## src/sv/tfc_pkg.sv

```systemverilog
// Shared types, constants and helper functions for the transfer function compositor.
// Used by tfc_mul.sv and transfer_function_compositor.sv; depends on nothing.
package tfc_pkg;

  localparam int ACC_C_W = 18;   // colour accumulators, unsigned Q10.8
  localparam int ACC_A_W = 17;   // alpha accumulator, unsigned Q1.16

  localparam logic [ACC_C_W-1:0] ACC_C_MAX = '1;
  localparam logic [ACC_A_W-1:0] ACC_A_MAX = '1;
  localparam logic [ACC_A_W-1:0] ALPHA_ONE = 17'h10000;

  localparam logic [31:0] VALUE_LOW_RESET  = 32'd655360;
  localparam logic [31:0] VALUE_HIGH_RESET = 32'd983040;
  localparam logic [31:0] BIN_SCALE_RESET  = 32'd3355443;

  localparam logic [1:0] REG_VALUE_LOW  = 2'd0;
  localparam logic [1:0] REG_VALUE_HIGH = 2'd1;
  localparam logic [1:0] REG_BIN_SCALE  = 2'd2;

  localparam logic OP_TABLE  = 1'b0;
  localparam logic OP_SAMPLE = 1'b1;

  // Request to the shared multiplier
  typedef struct packed {
    logic        en;
    logic [31:0] a;
    logic [31:0] b;
  } mul_req_t;

  // Saturating add of a weighted colour term to a colour accumulator
  function automatic logic [ACC_C_W-1:0] sat_acc_c(input logic [ACC_C_W-1:0] acc,
                                                   input logic [ACC_C_W-1:0] add);
    logic [ACC_C_W:0] sum;
    sum = {1'b0, acc} + {1'b0, add};
    return sum[ACC_C_W] ? ACC_C_MAX : sum[ACC_C_W-1:0];
  endfunction

  // Saturating add of a weight to the alpha accumulator
  function automatic logic [ACC_A_W-1:0] sat_acc_a(input logic [ACC_A_W-1:0] acc,
                                                   input logic [ACC_A_W-1:0] add);
    logic [ACC_A_W:0] sum;
    sum = {1'b0, acc} + {1'b0, add};
    return sum[ACC_A_W] ? ACC_A_MAX : sum[ACC_A_W-1:0];
  endfunction

  // Colour accumulator to output byte: drop the fraction, clip at 255
  function automatic logic [7:0] out_byte(input logic [ACC_C_W-1:0] acc);
    logic [ACC_C_W-9:0] whole;
    whole = acc[ACC_C_W-1:8];
    return (whole > (ACC_C_W-8)'(255)) ? 8'hFF : whole[7:0];
  endfunction

endpackage

```

## src/sv/tfc_mul.sv

```systemverilog
// Shared 32x32 unsigned multiplier with a registered product.
// Depends on tfc_pkg for the request struct.
module tfc_mul (
  input  logic             clk,
  input  tfc_pkg::mul_req_t req,
  output logic [63:0]      prod
);

  always_ff @(posedge clk) begin
    if (req.en) begin
      prod <= {32'd0, req.a} * {32'd0, req.b};
    end
  end

endmodule

```

## config.mk

```make
export PLATFORM = sky130hd
export DESIGN_NAME = tfc_mul
export DESIGN_NICKNAME = d
export VERILOG_FILES = /design/src/sv/tfc_pkg.sv /design/src/sv/tfc_mul.sv
export SDC_FILE = /design/constraint.sdc
export NUM_CORES = 2
export LEC_CHECK = 0
export ABC_CLOCK_PERIOD_IN_PS = 8050
export BUFFER_PORTS_ARGS = -buffer_cell sky130_fd_sc_hd__clkbuf_2
export CAP_MARGIN = 0
export CORE_MARGIN = 2
export CORE_UTILIZATION = 45
export DETAILED_ROUTE_END_ITERATION = 7
export REMOVE_ABC_BUFFERS = 1
export SYNTH_ARGS = -nofsm -noshare
export SYNTH_HDL_FRONTEND = slang
export SYNTH_SLANG_ARGS = --single-unit
```

## constraint.sdc

```tcl
create_clock -name clk -period 8.05 [get_ports clk]
set_input_delay 1.2075 -clock clk [delete_from_list [all_inputs] [get_ports clk]]
set_output_delay 1.2075 -clock clk [all_outputs]
set_load 0.03 [all_outputs]
```

==> summary.txt <==
Timing
  – Worst-margin pin slew: 888 ps
  – Unrepaired setup endpoints after global routing: true
  – Slew Limit Fails: 0
  – Final hold viol count: 0
  – Period utilization: 99.6%
  – Fin crit period: 8020 ps
  – Setup-failing EPs final: 0
  – Relative slew slack: 40.8%
  – Final hold slack: 1500 ps
  – Max Freq: 125 MHz

Worst setup path
  – Crit Path Class: input port to flip-flop
  – Slowest CP cell: fa_1
  – Critical Path End Type: flip-flop
  – Worst Path Required: 8160 ps
  – Worst-path fanout max: 8
  – CP dominant cell by count: fa_1
  – CP Buf/Inv Count: 7
  – Kind of cell adding the most delay to the critical path: adder cells
  – Startpoint types: input port
  – Crit path DAT: 8130 ps
  – Critical path cell sequence: buf_12 -> buf_8 -> buf_12 -> buf_6 -> and2_1 -> fa_1 -> fa_1 -> fa_1 -> fa_1 -> fa_1 -> fa_1 -> fa_1 -> inv_2 -> fa_1 -> inv_2 -> ha_4 -> nand2_4 -> or4_4 -> or3_4 -> a31oi_4 -> a31o_4 -> a211oi_4 -> buf_4 -> xnor2_2
  – CP max stage delay: 580 ps

Clock network
  – CTS tree: done
  – Clock-pin slew on the worst setup and hold paths: 60 ps
  – CTS Buf Count: 9
  – CTS max path bufs: 2
  – Clock sinks: 64
  – CTS H-tree depth: 3
  – Clock root buffer: clkbuf_16

Place
  – GP Congestion: 0.953
  – Hpwl dp: 85,800 um
  – Port buffer count: 129

GRT
  – GR Util All Layers: 25.5%
  – First-pass GRT wire length: 160,000 um
  – Initial antenna violation count: 5
  – Total gr overflow: 0
  – Vias in the first global route: 28,900
  – Largest net degree at the start of global routing: 65

Routing
  – DR vias: 26,200
  – Initial drt markers: 1,316
  – Post-route ant nets: 0
  – DR pass1 iterations: 5
  – Drt total wl: 101,000 um
  – DRC: 0
  – DR vias/cell: 5.10
  – Drt wl/cell: 19.8 um

Final layout
  – Layout area overhead: 17.7%
  – Net count reported at finish: 5,307
  – Layout cells sized above 1: 16.6%
  – Max FFs per register: 64
  – Most flops, register: prod
  – Largest regs: prod x64

Logic synthesis
  – Cells after Synth: 3,748
  – Sequential area share after synthesis: 5.44%
  – EDFF count, synth: 64
  – Synth cell types: 57
  – Post-Syn Area: 35,300 um2
  – Ys async rst share: 0%
  – Mapped Avg Cell Area: 9.42 um2
  – Cell accounting for the most synthesized area: fa_1
  – Yosys reg bits: 64
  – Synth area leaders: fa_1, and2_1, ha_1
  – Syn. warnings: 0
  – Synth top area share: 50.8%
  – Top_reg_cell synth: edfxtp_1

Die
  – Die W: 284 um
  – Initial Utilization: 45.5%
  – Core Area: 77,600 um2
  – Ports: 130
  – FP Rows: 102
  – Die height: 284 um
  – DIE AREA: 80,700 um2

Hold path
  – Worst min path class: input port to flip-flop

Job
  – Max-cap check violation count: 0

Outcome
  – Status: finished clean
-- through the flow --
| step | cell area [um2] | utilization, % | setup TNS, ps | cells | setup slack (ps) |
|---|---|---|---|---|---|
| final | 41600 | 53.6 | 0 | 5130 | 28.6 |
| after floorplan | 34500 | - | 0 | 3528 | 248 |
| after global routing | 41600 | 53.6 | -808 | 5129 | -130 |
| after detailed placement | 40000 | 51.6 | -15450 | 5086 | -760 |
| after global placement | 40000 | 51.6 | -13540 | 5086 | -699 |
| after CTS | 40500 | 52.2 | 0 | 5101 | 8.35 |
-- cells in the final DEF (no fill, tap or decap), drive strengths merged, types with 7 or more instances in the layout --
| master | instances |
|---|---|
| o21bai | 11 |
| nand2 | 480 |
| clkbuf | 129 |
| and2 | 602 |
| nor2 | 20 |
| edfxtp | 64 |
| o21a | 9 |
| nand4 | 23 |
| nor3 | 7 |
| buf | 423 |
| a31oi | 12 |
| a21oi | 66 |
| xor2 | 25 |
| inv | 866 |
| and3 | 14 |
| a21o | 40 |
| ha | 263 |
| o21ai | 26 |
| fa | 896 |
| xnor2 | 35 |
| nand3 | 10 |
-- worst paths after layout --
kind,end,slack [ps],cells past startpoint,startpoint
max,prod[58]$_DFFE_PP_,30,24,req[39]
min,prod[3]$_DFFE_PP_,1500,1,req[64]
-- metal layers --
metal	global-route usage, %	part of all wire, %	routed length [um]	vias to the layer above
li1	-	-	-	11600
met1	35.2	43	43700	13700
met2	43.1	48	48900	739
met3	2.48	5.6	5670	160
met4	6.64	3.2	3200	2
met5	0	0.013	13	-
-- cells in the mapped netlist, types with 9 or more instances --
master	n
fa_1	896
inv_1	865
and2_1	602
nand2_1	480
ha_1	263
clkbuf_1	213
edfxtp_1	64
a21oi_1	63
a21o_1	40
xnor2_1	35
xor2_1	25
nand4_1	23
o21ai_0	21
nor2_1	20
and3_1	14
a31oi_1	12
nand3_1	10
o21bai_1	10
o21a_1	9
-- cells by family after synthesis --
logic type | count (synthesis) | share of synthesized area (%)
AND/OR/NAND/NOR | 1177 | 17.3
adder cells (fa/ha/maj) | 1159 | 60.1
buffers and inverters | 1085 | 11.6
AO/OA/AOI/OAI | 202 | 4.08
flip-flops | 64 | 5.44
XOR/XNOR | 60 | 1.49
multiplexers | 1 | 0.0283
-- area by class of cell --
class / count / area, um2
Antenna cell: 3 / 7.51
Clock buffer: 9 / 225
Clock inverter: 7 / 71.3
Fill cell: 7100 / 36000
Inverter: 865 / 3250
Multi-Input combinational cell: 2599 / 29900
Sequential cell: 64 / 1920
Tap cell: 1040 / 1300
Timing Repair Buffer: 543 / 4900
-- timing repair --
action | 4_1_cts | 5_1_grt
resized for setup | 35 | 196
endpoints found under the hold margin | 0 | 0
endpoints found under the setup margin | 25 | 26
pin swaps | 17 | 103
buffers inserted | 0 | 18
hold buffers | 0 | 0
gates cloned | 0 | 11
Power is not shown: default switching activity piles up to over one toggle a cycle in this logic, so the estimate is an artifact.
